$ cat src/assert_macros.svh
// Assertion helpers shared by the RTL.
`ifndef ASSERT_MACROS_SVH
`define ASSERT_MACROS_SVH

// Property must hold at every clock edge outside reset.
`define ASSERT_AT(lbl, prop, msg) \
  lbl: assert property (@(posedge clk_i) disable iff (!rst_ni) prop) else $error(msg);

// Condition must never be seen outside reset.
`define ASSERT_NEVER(lbl, bad, msg) \
  `ASSERT_AT(lbl, !(bad), msg)

`endif

$ cat src/abg_pkg.sv
package abg_pkg;

  localparam int unsigned WORD_W        = 48;  // wide datapath word
  localparam int unsigned MUL_AW        = 32;
  localparam int unsigned MUL_BW        = 16;
  localparam int unsigned DEN_W         = 16;
  localparam int unsigned SQRT_IW       = 34;
  localparam int unsigned SQRT_OW       = SQRT_IW / 2;
  localparam int unsigned ENTRY_W       = 16;
  localparam int unsigned TBL_IW        = 2;   // index into a four-entry table
  localparam int unsigned COORD_W       = 24;
  localparam int unsigned POS_W         = 10;
  localparam int unsigned STRIDE_W      = 9;
  localparam int unsigned CNT_W         = 3;
  localparam int unsigned CFG_W         = 64;

  localparam logic [COORD_W-1:0] COORD_POS_SAT = 24'h7FFFFF;
  localparam logic [COORD_W-1:0] COORD_NEG_SAT = 24'h800000;

  localparam logic [STRIDE_W-1:0] STRIDE_RST = 9'd16;
  localparam logic [STRIDE_W-1:0] OFFSET_RST = 9'd128;
  localparam logic [CFG_W-1:0]    RATIO_RST  = 64'd4096;
  localparam logic [CFG_W-1:0]    SIZE_RST   = 64'd64;
  localparam logic [CNT_W-1:0]    COUNT_RST  = 3'd1;

  typedef enum logic [2:0] {
    CFG_STRIDE_X   = 3'd0,
    CFG_STRIDE_Y   = 3'd1,
    CFG_OFFSET     = 3'd2,
    CFG_RATIO_TBL  = 3'd3,
    CFG_SIZE_TBL   = 3'd4,
    CFG_RATIO_CNT  = 3'd5,
    CFG_SIZE_CNT   = 3'd6
  } cfg_idx_e;

  typedef enum logic [12:0] {
    ST_IDLE  = 13'b0000000000001,
    ST_PA    = 13'b0000000000010,
    ST_PB    = 13'b0000000000100,
    ST_PC    = 13'b0000000001000,
    ST_AREA  = 13'b0000000010000,
    ST_RDIV  = 13'b0000000100000,
    ST_RSQRT = 13'b0000001000000,
    ST_RMUL  = 13'b0000010000000,
    ST_EW    = 13'b0000100000000,
    ST_EH    = 13'b0001000000000,
    ST_CSUM  = 13'b0010000000000,
    ST_CDIV  = 13'b0100000000000,
    ST_EMIT  = 13'b1000000000000
  } state_e;

  // Magnitude plus sign to saturated 24-bit two's complement.
  function automatic logic [COORD_W-1:0] sat_coord(input logic [WORD_W-1:0] mag,
                                                   input logic neg);
    logic [COORD_W-1:0] res;
    if (!neg) begin
      res = (mag > WORD_W'(COORD_POS_SAT)) ? COORD_POS_SAT : mag[COORD_W-1:0];
    end else begin
      res = (mag > WORD_W'(COORD_NEG_SAT)) ? COORD_NEG_SAT
                                          : (~mag[COORD_W-1:0] + COORD_W'(1));
    end
    return res;
  endfunction

endpackage

$ cat src/abg_mul.sv
// Shift-add multiplier, one multiplier bit per cycle.
module abg_mul #(
  parameter int unsigned AW = 32,
  parameter int unsigned BW = 16
) (
  input  logic            clk_i,
  input  logic            rst_ni,
  input  logic            start_i,
  input  logic [AW-1:0]   a_i,
  input  logic [BW-1:0]   b_i,
  output logic            done_o,
  output logic [AW+BW-1:0] prod_o
);

  localparam int unsigned PW = AW + BW;
  localparam int unsigned CW = $clog2(BW + 1);

  logic          busy_q, busy_d, done_q, done_d;
  logic [CW-1:0] cnt_q, cnt_d;
  logic [PW-1:0] acc_q, acc_d, a_q, a_d;
  logic [BW-1:0] b_q, b_d;

  always_comb begin
    busy_d = busy_q;
    cnt_d  = cnt_q;
    done_d = 1'b0;
    acc_d  = acc_q;
    a_d    = a_q;
    b_d    = b_q;
    if (start_i) begin
      busy_d = 1'b1;
      cnt_d  = CW'(BW);
      acc_d  = '0;
      a_d    = PW'(a_i);
      b_d    = b_i;
    end else if (busy_q) begin
      if (b_q[0]) begin
        acc_d = acc_q + a_q;
      end
      a_d   = a_q << 1;
      b_d   = b_q >> 1;
      cnt_d = cnt_q - 1'b1;
      if (cnt_q == CW'(1)) begin
        busy_d = 1'b0;
        done_d = 1'b1;
      end
    end
  end

  always_ff @(posedge clk_i or negedge rst_ni) begin
    if (!rst_ni) begin
      busy_q <= 1'b0;
      done_q <= 1'b0;
      cnt_q  <= '0;
    end else begin
      busy_q <= busy_d;
      done_q <= done_d;
      cnt_q  <= cnt_d;
    end
  end

  always_ff @(posedge clk_i) begin
    acc_q <= acc_d;
    a_q   <= a_d;
    b_q   <= b_d;
  end

  assign done_o = done_q;
  assign prod_o = acc_q;

endmodule

$ cat src/abg_div.sv
// Restoring divider, one quotient bit per cycle.
module abg_div #(
  parameter int unsigned NW = 48,
  parameter int unsigned DW = 16
) (
  input  logic          clk_i,
  input  logic          rst_ni,
  input  logic          start_i,
  input  logic [NW-1:0] num_i,
  input  logic [DW-1:0] den_i,
  output logic          done_o,
  output logic [NW-1:0] quo_o
);

  localparam int unsigned CW = $clog2(NW + 1);

  logic          busy_q, busy_d, done_q, done_d;
  logic [CW-1:0] cnt_q, cnt_d;
  logic [DW-1:0] rem_q, rem_d, den_q, den_d;
  logic [NW-1:0] quo_q, quo_d;
  logic [DW:0]   shifted, diff;
  logic          ge;

  assign shifted = {rem_q, quo_q[NW-1]};
  assign ge      = shifted >= {1'b0, den_q};
  assign diff    = shifted - {1'b0, den_q};

  always_comb begin
    busy_d = busy_q;
    cnt_d  = cnt_q;
    done_d = 1'b0;
    rem_d  = rem_q;
    den_d  = den_q;
    quo_d  = quo_q;
    if (start_i) begin
      busy_d = 1'b1;
      cnt_d  = CW'(NW);
      rem_d  = '0;
      den_d  = den_i;
      quo_d  = num_i;
    end else if (busy_q) begin
      rem_d = ge ? diff[DW-1:0] : shifted[DW-1:0];
      quo_d = {quo_q[NW-2:0], ge};
      cnt_d = cnt_q - 1'b1;
      if (cnt_q == CW'(1)) begin
        busy_d = 1'b0;
        done_d = 1'b1;
      end
    end
  end

  always_ff @(posedge clk_i or negedge rst_ni) begin
    if (!rst_ni) begin
      busy_q <= 1'b0;
      done_q <= 1'b0;
      cnt_q  <= '0;
    end else begin
      busy_q <= busy_d;
      done_q <= done_d;
      cnt_q  <= cnt_d;
    end
  end

  always_ff @(posedge clk_i) begin
    rem_q <= rem_d;
    den_q <= den_d;
    quo_q <= quo_d;
  end

  assign done_o = done_q;
  assign quo_o  = quo_q;

endmodule

$ cat src/abg_sqrt.sv
// Digit-by-digit integer square root, one root bit per cycle.
module abg_sqrt #(
  parameter int unsigned IW = 34
) (
  input  logic                clk_i,
  input  logic                rst_ni,
  input  logic                start_i,
  input  logic [IW-1:0]       rad_i,
  output logic                done_o,
  output logic [IW/2-1:0]     root_o
);

  localparam int unsigned OW = IW / 2;
  localparam int unsigned CW = $clog2(OW + 1);

  logic          busy_q, busy_d, done_q, done_d;
  logic [CW-1:0] cnt_q, cnt_d;
  logic [IW-1:0] rad_q, rad_d;
  logic [OW:0]   rem_q, rem_d;
  logic [OW-1:0] root_q, root_d;
  logic [OW+2:0] cand, trial, diff;
  logic          ge;

  assign cand  = {rem_q, rad_q[IW-1:IW-2]};
  assign trial = {1'b0, root_q, 2'b01};
  assign ge    = cand >= trial;
  assign diff  = cand - trial;

  always_comb begin
    busy_d = busy_q;
    cnt_d  = cnt_q;
    done_d = 1'b0;
    rad_d  = rad_q;
    rem_d  = rem_q;
    root_d = root_q;
    if (start_i) begin
      busy_d = 1'b1;
      cnt_d  = CW'(OW);
      rad_d  = rad_i;
      rem_d  = '0;
      root_d = '0;
    end else if (busy_q) begin
      rem_d  = ge ? diff[OW:0] : cand[OW:0];
      root_d = {root_q[OW-2:0], ge};
      rad_d  = rad_q << 2;
      cnt_d  = cnt_q - 1'b1;
      if (cnt_q == CW'(1)) begin
        busy_d = 1'b0;
        done_d = 1'b1;
      end
    end
  end

  always_ff @(posedge clk_i or negedge rst_ni) begin
    if (!rst_ni) begin
      busy_q <= 1'b0;
      done_q <= 1'b0;
      cnt_q  <= '0;
    end else begin
      busy_q <= busy_d;
      done_q <= done_d;
      cnt_q  <= cnt_d;
    end
  end

  always_ff @(posedge clk_i) begin
    rad_q  <= rad_d;
    rem_q  <= rem_d;
    root_q <= root_d;
  end

  assign done_o = done_q;
  assign root_o = root_q;

endmodule

$ cat src/anchor_box_generator_unit.sv
// Anchor box generator.
// Input channel (in_valid_i/in_ready_o): one transfer carries a feature-map
// position (row_i, column_i). For it the block returns ratio_count*size_count
// boxes on the output channel (out_valid_o/out_ready_i), ratio-major, each with
// Q19.4 corners, anchor_index_o and last_anchor_o on the final box.
// Configuration: cfg_we_i writes cfg_data_i into register cfg_idx_i; write
// only while no position is in flight.
// One position at a time: in_ready_o is high only when the block is idle.
// Everything runs bit-serially through one shift-add multiplier, one restoring
// divider and one square-root unit.
// Work per position: the two position centers and the area once, then per
// ratio a divide, root and multiply, then per box two extent multiplies and
// four corner divides.
// Reset: registers return to stride 16, offset 0.5, one ratio of 1.0, one size
// of 64; the block comes up idle with in_ready_o high.
// A stalled receiver holds the box in the output registers; work pauses
// until the transfer completes.
module anchor_box_generator_unit
  import abg_pkg::*;
#(
  parameter int GRID_DIM   = 1024,
  parameter int MAX_RATIOS = 4,
  parameter int MAX_SIZES  = 4
) (
  input  logic                       clk_i,
  input  logic                       rst_ni,
  input  logic                       in_valid_i,
  output logic                       in_ready_o,
  input  logic [POS_W-1:0]           row_i,
  input  logic [POS_W-1:0]           column_i,
  output logic                       out_valid_o,
  input  logic                       out_ready_i,
  output logic signed [COORD_W-1:0]  x_min_o,
  output logic signed [COORD_W-1:0]  y_min_o,
  output logic signed [COORD_W-1:0]  x_max_o,
  output logic signed [COORD_W-1:0]  y_max_o,
  output logic [3:0]                 anchor_index_o,
  output logic                       last_anchor_o,
  input  logic                       cfg_we_i,
  input  logic [2:0]                 cfg_idx_i,
  input  logic [CFG_W-1:0]           cfg_data_i
);

  `include "assert_macros.svh"

  localparam logic [12:0]      GRID_LIM = 13'(GRID_DIM);
  localparam logic [POS_W-1:0] POS_MAX  = POS_W'(GRID_DIM - 1);
  localparam logic [CNT_W-1:0] NR_MAX   = CNT_W'(MAX_RATIOS);
  localparam logic [CNT_W-1:0] NS_MAX   = CNT_W'(MAX_SIZES);

  // Configuration registers
  logic [STRIDE_W-1:0] stride_x_q, stride_y_q, offset_q;
  logic [CFG_W-1:0]    ratio_tbl_q, size_tbl_q;
  logic [CNT_W-1:0]    ratio_cnt_q, size_cnt_q;

  always_ff @(posedge clk_i or negedge rst_ni) begin
    if (!rst_ni) begin
      stride_x_q  <= STRIDE_RST;
      stride_y_q  <= STRIDE_RST;
      offset_q    <= OFFSET_RST;
      ratio_tbl_q <= RATIO_RST;
      size_tbl_q  <= SIZE_RST;
      ratio_cnt_q <= COUNT_RST;
      size_cnt_q  <= COUNT_RST;
    end else if (cfg_we_i) begin
      unique case (cfg_idx_i)
        CFG_STRIDE_X:  stride_x_q  <= cfg_data_i[STRIDE_W-1:0];
        CFG_STRIDE_Y:  stride_y_q  <= cfg_data_i[STRIDE_W-1:0];
        CFG_OFFSET:    offset_q    <= cfg_data_i[STRIDE_W-1:0];
        CFG_RATIO_TBL: ratio_tbl_q <= cfg_data_i;
        CFG_SIZE_TBL:  size_tbl_q  <= cfg_data_i;
        CFG_RATIO_CNT: ratio_cnt_q <= cfg_data_i[CNT_W-1:0];
        CFG_SIZE_CNT:  size_cnt_q  <= cfg_data_i[CNT_W-1:0];
        default: ;
      endcase
    end
  end

  // Effective settings: zero stride/ratio/count read as one, counts clamp.
  logic [STRIDE_W-1:0] sx, sy, st;
  logic [CNT_W-1:0]    nr, ns;
  logic [5:0]          total;

  assign sx = (stride_x_q == '0) ? STRIDE_W'(1) : stride_x_q;
  assign sy = (stride_y_q == '0) ? STRIDE_W'(1) : stride_y_q;
  assign nr = (ratio_cnt_q == '0) ? CNT_W'(1)
            : ((ratio_cnt_q > NR_MAX) ? NR_MAX : ratio_cnt_q);
  assign ns = (size_cnt_q == '0) ? CNT_W'(1)
            : ((size_cnt_q > NS_MAX) ? NS_MAX : size_cnt_q);
  assign total = 6'(nr) * 6'(ns);

  // Sequencer state
  state_e              state_q, state_d;
  logic                launched_q, launched_d;
  logic                axis_q, axis_d;        // 0: x, 1: y
  logic [TBL_IW-1:0]   r_q, r_d, s_q, s_d;
  logic [1:0]          c_q, c_d;              // corner: bit0 y, bit1 max
  logic [3:0]          idx_q, idx_d;

  // Datapath registers
  logic [POS_W-1:0]    row_q, row_d, col_q, col_d;
  logic [WORD_W-1:0]   tmp_q, tmp_d, ctr_x_q, ctr_x_d, ctr_y_q, ctr_y_d;
  logic [31:0]         area_q, area_d;
  logic [SQRT_IW-1:0]  rad_q, rad_d;
  logic [ENTRY_W-1:0]  base_w_q, base_w_d, base_h_q, base_h_d;
  logic [WORD_W-1:0]   hw_q, hw_d, hh_q, hh_d, m_q, m_d;
  logic signed [COORD_W-1:0] xmin_q, xmin_d, ymin_q, ymin_d;
  logic signed [COORD_W-1:0] xmax_q, xmax_d, ymax_q, ymax_d;

  // Shared units
  logic                mul_start, div_start, sqrt_start;
  logic                mul_done, div_done, sqrt_done, any_done;
  logic [MUL_AW-1:0]   mul_a;
  logic [MUL_BW-1:0]   mul_b;
  logic [WORD_W-1:0]   mul_p;
  logic [WORD_W-1:0]   div_num, div_quo;
  logic [DEN_W-1:0]    div_den;
  logic [SQRT_OW-1:0]  sqrt_root;

  logic [ENTRY_W-1:0]  ratio, size;
  logic [POS_W-1:0]    pos, row_c, col_c;
  logic [WORD_W-1:0]   st16, ctr_sel, h_sel, bh_sum;
  logic [SQRT_OW:0]    bw_sum;
  logic [COORD_W-1:0]  corner;
  logic                last;

  assign st  = axis_q ? sy : sx;
  assign pos = axis_q ? row_q : col_q;
  assign ratio = (ratio_tbl_q[ENTRY_W*r_q +: ENTRY_W] == '0) ? ENTRY_W'(1)
               : ratio_tbl_q[ENTRY_W*r_q +: ENTRY_W];
  assign size  = size_tbl_q[ENTRY_W*s_q +: ENTRY_W];
  assign row_c = ({3'b000, row_i} >= GRID_LIM) ? POS_MAX : row_i;
  assign col_c = ({3'b000, column_i} >= GRID_LIM) ? POS_MAX : column_i;

  // Per-corner selection: stride, center and half extent of the axis
  assign st16    = WORD_W'(c_q[0] ? sy : sx) << 4;
  assign ctr_sel = c_q[0] ? ctr_y_q : ctr_x_q;
  assign h_sel   = c_q[0] ? hh_q : hw_q;
  assign div_num = (state_q == ST_CDIV)
                 ? (m_q[WORD_W-1] ? (st16 - m_q) : (st16 + m_q))
                 : WORD_W'(area_q);
  assign div_den = (state_q == ST_CDIV) ? DEN_W'({(c_q[0] ? sy : sx), 5'b00000})
                                        : ratio;
  assign corner  = sat_coord(div_quo, m_q[WORD_W-1]);
  assign bw_sum  = {1'b0, sqrt_root} + (SQRT_OW + 1)'(1);
  assign bh_sum  = mul_p + WORD_W'(2048);
  assign last    = ({1'b0, r_q} == nr - CNT_W'(1)) && ({1'b0, s_q} == ns - CNT_W'(1));
  assign any_done = mul_done | div_done | sqrt_done;

  always_comb begin
    mul_a = '0;
    mul_b = '0;
    unique case (state_q)
      ST_PA:   begin mul_a = MUL_AW'(pos);        mul_b = MUL_BW'(st); end
      ST_PB:   begin mul_a = MUL_AW'(offset_q);   mul_b = MUL_BW'(st - 1'b1); end
      ST_PC:   begin mul_a = tmp_q[MUL_AW-1:0];   mul_b = MUL_BW'(st); end
      ST_AREA: begin mul_a = MUL_AW'(sx);         mul_b = MUL_BW'(sy); end
      ST_RMUL: begin mul_a = MUL_AW'(base_w_q);   mul_b = ratio; end
      ST_EW:   begin mul_a = MUL_AW'(size);       mul_b = base_w_q; end
      ST_EH:   begin mul_a = MUL_AW'(size);       mul_b = base_h_q; end
      default: ;
    endcase
  end

  assign mul_start  = !launched_q && (state_q == ST_PA || state_q == ST_PB ||
                      state_q == ST_PC || state_q == ST_AREA || state_q == ST_RMUL ||
                      state_q == ST_EW || state_q == ST_EH);
  assign div_start  = !launched_q && (state_q == ST_RDIV || state_q == ST_CDIV);
  assign sqrt_start = !launched_q && (state_q == ST_RSQRT);

  abg_mul #(.AW(MUL_AW), .BW(MUL_BW)) u_mul (
    .clk_i, .rst_ni, .start_i(mul_start), .a_i(mul_a), .b_i(mul_b),
    .done_o(mul_done), .prod_o(mul_p)
  );

  abg_div #(.NW(WORD_W), .DW(DEN_W)) u_div (
    .clk_i, .rst_ni, .start_i(div_start), .num_i(div_num), .den_i(div_den),
    .done_o(div_done), .quo_o(div_quo)
  );

  abg_sqrt #(.IW(SQRT_IW)) u_sqrt (
    .clk_i, .rst_ni, .start_i(sqrt_start), .rad_i(rad_q),
    .done_o(sqrt_done), .root_o(sqrt_root)
  );

  always_comb begin
    state_d    = state_q;
    launched_d = launched_q;
    axis_d     = axis_q;
    r_d        = r_q;
    s_d        = s_q;
    c_d        = c_q;
    idx_d      = idx_q;
    row_d      = row_q;
    col_d      = col_q;
    tmp_d      = tmp_q;
    ctr_x_d    = ctr_x_q;
    ctr_y_d    = ctr_y_q;
    area_d     = area_q;
    rad_d      = rad_q;
    base_w_d   = base_w_q;
    base_h_d   = base_h_q;
    hw_d       = hw_q;
    hh_d       = hh_q;
    m_d        = m_q;
    xmin_d     = xmin_q;
    ymin_d     = ymin_q;
    xmax_d     = xmax_q;
    ymax_d     = ymax_q;

    if (mul_start || div_start || sqrt_start) begin
      launched_d = 1'b1;
    end else if (any_done) begin
      launched_d = 1'b0;
    end

    unique case (state_q)
      ST_IDLE: begin
        if (in_valid_i) begin
          row_d   = row_c;
          col_d   = col_c;
          axis_d  = 1'b0;
          r_d     = '0;
          s_d     = '0;
          idx_d   = '0;
          state_d = ST_PA;
        end
      end
      ST_PA: begin
        if (mul_done) begin
          tmp_d   = mul_p;
          state_d = ST_PB;
        end
      end
      ST_PB: begin
        // pos*512*st + 2*off*(st-1)
        if (mul_done) begin
          tmp_d   = (tmp_q << 9) + (mul_p << 1);
          state_d = ST_PC;
        end
      end
      ST_PC: begin
        if (mul_done) begin
          if (axis_q) begin
            ctr_y_d = mul_p;
            state_d = ST_AREA;
          end else begin
            ctr_x_d = mul_p;
            axis_d  = 1'b1;
            state_d = ST_PA;
          end
        end
      end
      ST_AREA: begin
        // 4 * sx * sy * 4096
        if (mul_done) begin
          area_d  = {mul_p[17:0], 14'b0};
          state_d = ST_RDIV;
        end
      end
      ST_RDIV: begin
        if (div_done) begin
          rad_d   = div_quo[SQRT_IW-1:0];
          state_d = ST_RSQRT;
        end
      end
      ST_RSQRT: begin
        if (sqrt_done) begin
          base_w_d = bw_sum[ENTRY_W:1];
          state_d  = ST_RMUL;
        end
      end
      ST_RMUL: begin
        if (mul_done) begin
          base_h_d = bh_sum[27:12];
          s_d      = '0;
          state_d  = ST_EW;
        end
      end
      ST_EW: begin
        // 256 * (extent numerator - stride), two's complement
        if (mul_done) begin
          hw_d    = (WORD_W'(mul_p[31:0]) - WORD_W'(sx)) << 8;
          state_d = ST_EH;
        end
      end
      ST_EH: begin
        if (mul_done) begin
          hh_d    = (WORD_W'(mul_p[31:0]) - WORD_W'(sy)) << 8;
          c_d     = '0;
          state_d = ST_CSUM;
        end
      end
      ST_CSUM: begin
        m_d     = c_q[1] ? (ctr_sel + h_sel) : (ctr_sel - h_sel);
        state_d = ST_CDIV;
      end
      ST_CDIV: begin
        if (div_done) begin
          case (c_q)
            2'd0:    xmin_d = corner;
            2'd1:    ymin_d = corner;
            2'd2:    xmax_d = corner;
            default: ymax_d = corner;
          endcase
          if (c_q == 2'd3) begin
            state_d = ST_EMIT;
          end else begin
            c_d     = c_q + 2'd1;
            state_d = ST_CSUM;
          end
        end
      end
      ST_EMIT: begin
        if (out_ready_i) begin
          idx_d = idx_q + 4'd1;
          if (last) begin
            state_d = ST_IDLE;
          end else if ({1'b0, s_q} == ns - CNT_W'(1)) begin
            s_d     = '0;
            r_d     = r_q + 1'b1;
            state_d = ST_RDIV;
          end else begin
            s_d     = s_q + 1'b1;
            state_d = ST_EW;
          end
        end
      end
      default: state_d = ST_IDLE;
    endcase
  end

  always_ff @(posedge clk_i or negedge rst_ni) begin
    if (!rst_ni) begin
      state_q    <= ST_IDLE;
      launched_q <= 1'b0;
      axis_q     <= 1'b0;
      r_q        <= '0;
      s_q        <= '0;
      c_q        <= '0;
      idx_q      <= '0;
    end else begin
      state_q    <= state_d;
      launched_q <= launched_d;
      axis_q     <= axis_d;
      r_q        <= r_d;
      s_q        <= s_d;
      c_q        <= c_d;
      idx_q      <= idx_d;
    end
  end

  always_ff @(posedge clk_i) begin
    row_q    <= row_d;
    col_q    <= col_d;
    tmp_q    <= tmp_d;
    ctr_x_q  <= ctr_x_d;
    ctr_y_q  <= ctr_y_d;
    area_q   <= area_d;
    rad_q    <= rad_d;
    base_w_q <= base_w_d;
    base_h_q <= base_h_d;
    hw_q     <= hw_d;
    hh_q     <= hh_d;
    m_q      <= m_d;
    xmin_q   <= xmin_d;
    ymin_q   <= ymin_d;
    xmax_q   <= xmax_d;
    ymax_q   <= ymax_d;
  end

  assign in_ready_o     = (state_q == ST_IDLE);
  assign out_valid_o    = (state_q == ST_EMIT);
  assign x_min_o        = xmin_q;
  assign y_min_o        = ymin_q;
  assign x_max_o        = xmax_q;
  assign y_max_o        = ymax_q;
  assign anchor_index_o = idx_q;
  assign last_anchor_o  = last;

  `ASSERT_NEVER(a_in_out_exclusive, in_ready_o && out_valid_o,
                "input taken while a box is pending")
  `ASSERT_AT(a_single_unit_done, $onehot0({mul_done, div_done, sqrt_done}),
             "two arithmetic units finished together")
  `ASSERT_AT(a_index_in_range, out_valid_o |-> ({2'b00, idx_q} < total),
             "anchor index beyond ratio and size counts")
  `ASSERT_AT(a_last_to_idle, out_valid_o && out_ready_i && last_anchor_o |=> in_ready_o,
             "block not idle after final box")

endmodule

$ cat config.mk
export PLATFORM = sky130hd
export DESIGN_NAME = anchor_box_generator_unit
export DESIGN_NICKNAME = d
export VERILOG_FILES = /design/src/abg_pkg.sv /design/src/abg_mul.sv /design/src/abg_div.sv /design/src/abg_sqrt.sv /design/src/anchor_box_generator_unit.sv
export VERILOG_INCLUDE_DIRS = /design/src /design/src/src
export SDC_FILE = /design/constraint.sdc
export NUM_CORES = 2
export LEC_CHECK = 0
export BUFFER_PORTS_ARGS = -buffer_cell sky130_fd_sc_hd__buf_2
export CORE_UTILIZATION = 55
export CTS_CLUSTER_DIAMETER = 60
export DETAILED_ROUTE_END_ITERATION = 8
export PLACE_DENSITY = 0.72
export SYNTH_ARGS = -nofsm -noshare
export SYNTH_HDL_FRONTEND = slang
export SYNTH_SLANG_ARGS = --single-unit
export TNS_END_PERCENT = 50
$ cat constraint.sdc
create_clock -name clk_i -period 6.47 [get_ports clk_i]
set_input_delay 0.3235 -clock clk_i [delete_from_list [all_inputs] [get_ports clk_i]]
set_output_delay 0.3235 -clock clk_i [all_outputs]
set_load 0.05 [all_outputs]
==> results by group <==
Status
  • Run status: finished, final reports clean

Yosys
  • Sequential cell area fraction in the yosys report: 52.1%
  • Async SR Flop Fraction: 22.8%
  • Synthesized Nets: 4745
  • Synthesized flop and latch total: 911
  • Number of flops mapped to enable cells by yosys: 588
  • Cell with the most instances after synthesis: edfxtp_1
  • Mapped Area: 48400 µm²
  • Dominant cell type by area after synthesis: edfxtp_1
  • Synth area leaders: edfxtp_1 37%, dfrtp_1 10%, ha_1 5.2%, mux2_2 4.9%, dfxtp_1 4.8%
  • Mean post-synth cell area: 10.9 µm²
  • Ys flop type: edfxtp_1
  • Synth warnings: 0
  • Synth unique cells: 84
  • Mapped Cells: 4445
  • Most instantiated cells after synthesis: 588 x edfxtp_1, 489 x nand2_1, 332 x nor2_1
  • Post-synth top area share: 36.5%

Timing
  • Hold Violations, Final: 0
  • Min cycle time layout: 5.47 ns
  • RSZ-0062 raised after global routing: no
  • Setup ws final: 0.995 ns
  • Final setup viols: 0
  • Slew Viols, Final: 0
  • Hold Worst Slack: 0.111 ns
  • F_max: 183 MHz
  • Crit share post-route: 84.6%
  • Setup_tns: 0 ns
  • Slew @ Worst Pin: 1.25 ns
  • Slew HR: 16.1%
  • Final Skew: 0.0347 ns

Global route
  • Vias in the first global route: 34600
  • GRT Total Usage: 28.9%
  • Total overflow reported by the global router: 0
  • Largest net degree at the start of global routing: 156
  • First-pass GRT wire length: 200000 µm
  • Initial antenna violation count: 3

Final layout
  • Share of post-route cells with drive strength above 1: 15.2%
  • Area of the multi-input gates: 21900 µm²
  • Synthesis-to-finish area growth: 13.5%
  • Register Area: 25200 µm²
  • Nets: 5000
  • Filler cells: 6773

Detailed routing
  • 1st-pass router iterations: 6
  • Final wirelength: 129000 µm
  • Routed Antenna Nets: 0
  • Total DRC errors in the routed layout: 0
  • Vias: 35700
  • First DRT Iteration DRCs: 3276
  • Vias per Instance: 6.01
  • WL per Instance: 21.8 µm

Worst setup path
  • Reg2Reg Setup Slack: 1.0 ns
  • Critical Path Sink Type: flip-flop
  • Critical path origin: c_q[0]$_DFFE_PN0P_
  • Worst reg2reg path depth: 19
  • Worst reg2reg startpoint: c_q[0]$_DFFE_PN0P_
  • Critical path capture point: m_q[47]$_DFFE_PP_
  • FF-to-FF End: m_q[47]$_DFFE_PP_
  • Crit-path max FO: 58
  • Max incr delay on CP: 0.72 ns
  • Crit path required time: 6.88 ns
  • CP cell instances: buf_4 > mux2i_1 > and4_1 > and2_1 > nor2b_1 > nand2_1 > nor3b_1 > nor2_1 > xnor2_1 > ha_1 > and3_1 > nand2_1 > or3_1 > o22a_1 > a31oi_1 > a31oi_1 > a21oi_1 > o22a_1 > xnor2_1
  • Critical path arrival: 5.88 ns
  • CP max stage cell: dfrtp_4
  • Worst setup path class: flip-flop to flip-flop
  • CP Launch Type: flip-flop

Hold path
  • Worst min path class: input pin to flip-flop

Placed design
  • HPWL after detailed placement: 90100 µm
  • Port-buffer cells: 194
  • Global placement routability congestion: 0.953
  • Post-place setup slack: 1.04 ns

Flow run
  • Max_cap viols: 0

Power
  • Pwr Density: 350 nW/µm²
  • Power, Total: 19.2 mW
  • Pleak: 21.4 nW
  • Max VDD drop: 274 µV

Clocking
  • H-tree lvl count: 3
  • Hold_buf cts: 85
  • Clock-pin slew on the worst setup and hold paths: 0.06 ns
  • Worst-Skew Late Latency: 0.68 ns
  • Total clock buffers created by CTS: 101
  • CTS max path bufs: 3
  • Post-CTS setup buffers: 0
  • Clk sinks: 911
  • Root Buffer Master: clkbuf_16
  • CTS resizes: 0
  • CTS tree: built

Floorplan
  • IO Pins: 195
  • Core Region: 86900 µm²
  • Initial Util: 55.7%
  • Row count: 108
  • Die ar.: 89100 µm²
  • Die Height: 299 µm
  • Die width: 299 µm
area by class of cell:
| type | instances | area share, % |
|---|---|---|
| Sequential cell | 911 | 45.9 |
| Timing Repair Buffer | 348 | 4.30 |
| Multi-Input combinational cell | 3170 | 39.9 |
| Clock inverter | 50 | 0.805 |
| Clock buffer | 139 | 5.30 |
| Tap cell | 1155 | 2.63 |
| Antenna cell | 4 | 0.0182 |
| Inverter | 168 | 1.15 |
where the power goes:
| group | switching (mW) | total (mW) | internal [mW] | leakage [nW] |
|---|---|---|---|---|
| Combinational | 3.29 | 5.53 | 2.24 | 10.9 |
| Clock | 2.40 | 5.73 | 3.33 | 1.65 |
| Sequential | 0.769 | 7.95 | 7.18 | 8.87 |
| Total | 6.47 | 19.2 | 12.8 | 21.4 |
cell usage in the layout, fill, tap and decap left out, drive strengths merged, types with 51 or more instances in the layout:
master       instances
edfxtp             588
nand2              489
nor2               332
a21oi              267
buf                263
o21ai              256
mux2               211
ha                 201
dfrtp              200
xnor2              189
inv                173
clkbuf             139
dfxtp              115
xor2               107
a21o                87
nor3                87
mux2i               85
dlygate4sd3         85
nand3               84
a31oi               57
or3                 51
worst min-delay path by stage:
stage	start	slack [ns]	cells after the start	to
2_1_floorplan	rst_ni	0.03	0	anchor_index_o[0]$_DFFE_PN0P_
3_3_place_gp	rst_ni	0.27	1	ratio_tbl_q[28]$_DFFE_PN0P_
3_5_place_dp	rst_ni	0.27	1	ratio_tbl_q[62]$_DFFE_PN0P_
4_1_cts	cfg_data_i[0]	0.06	2	size_tbl_q[0]$_DFFE_PN0P_
5_1_grt	cfg_data_i[0]	0.1	2	ratio_tbl_q[0]$_DFFE_PN0P_
6_report	cfg_data_i[0]	0.11	2	size_tbl_q[0]$_DFFE_PN0P_
critical path: cells and delay by family, from the launching register on:
kind	cells	cell delay, ns
AND/OR/NAND/NOR	9	1.76
AO/OA/AOI/OAI	5	1.06
flip-flops	1	0.72
buffers and inverters	1	0.64
multiplexers	1	0.43
adder cells (fa/ha/maj)	1	0.34
XOR/XNOR	2	0.20
per-layer routing:
metal	global-route usage [%]	vias up	share of wire, %
li1	-	16800	-
met1	38.5	17200	42
met2	46.1	1362	46
met3	6.40	298	8.1
met4	10.8	2	3.6
met5	0.847	-	0.085
through the flow:
| step | cell area, µm² | utilization (%) | instances |
|---|---|---|---|
| 3_3_place_gp | 50700 | 58.3 | 5667 |
| 4_1_cts | 54900 | 63.2 | 5941 |
| 2_1_floorplan | 48400 | - | 4445 |
| 5_1_grt | 54900 | 63.2 | 5942 |
| 6_report | 54900 | 63.2 | 5945 |
| 3_5_place_dp | 50700 | 58.3 | 5667 |
state kept, by name, indices dropped and copies added (netlist names), 32 cells and up:
name,cells
hw_q,33
u_div.quo_o,48
ctr_x_q,48
hh_q,33
rad_q,34
ratio_tbl_q,64
u_mul.prod_o,48
size_tbl_q,64
ctr_y_q,48
m_q,48
u_sqrt.rad_q,34
tmp_q,32
u_mul.a_q,48
cells by family (layout without fill, tap and decap cells):
logic type	Yosys count	count (layout)	synth area share, %
flip-flops	911	911	52.1
AO/OA/AOI/OAI	991	991	13.0
AND/OR/NAND/NOR	1347	1347	13.1
XOR/XNOR	296	296	5.36
buffers and inverters	364	705	2.83
adder cells (fa/ha/maj)	208	208	5.49
multiplexers	328	328	8.16
other	0	4	0
Power figures use the tool's default switching activity.
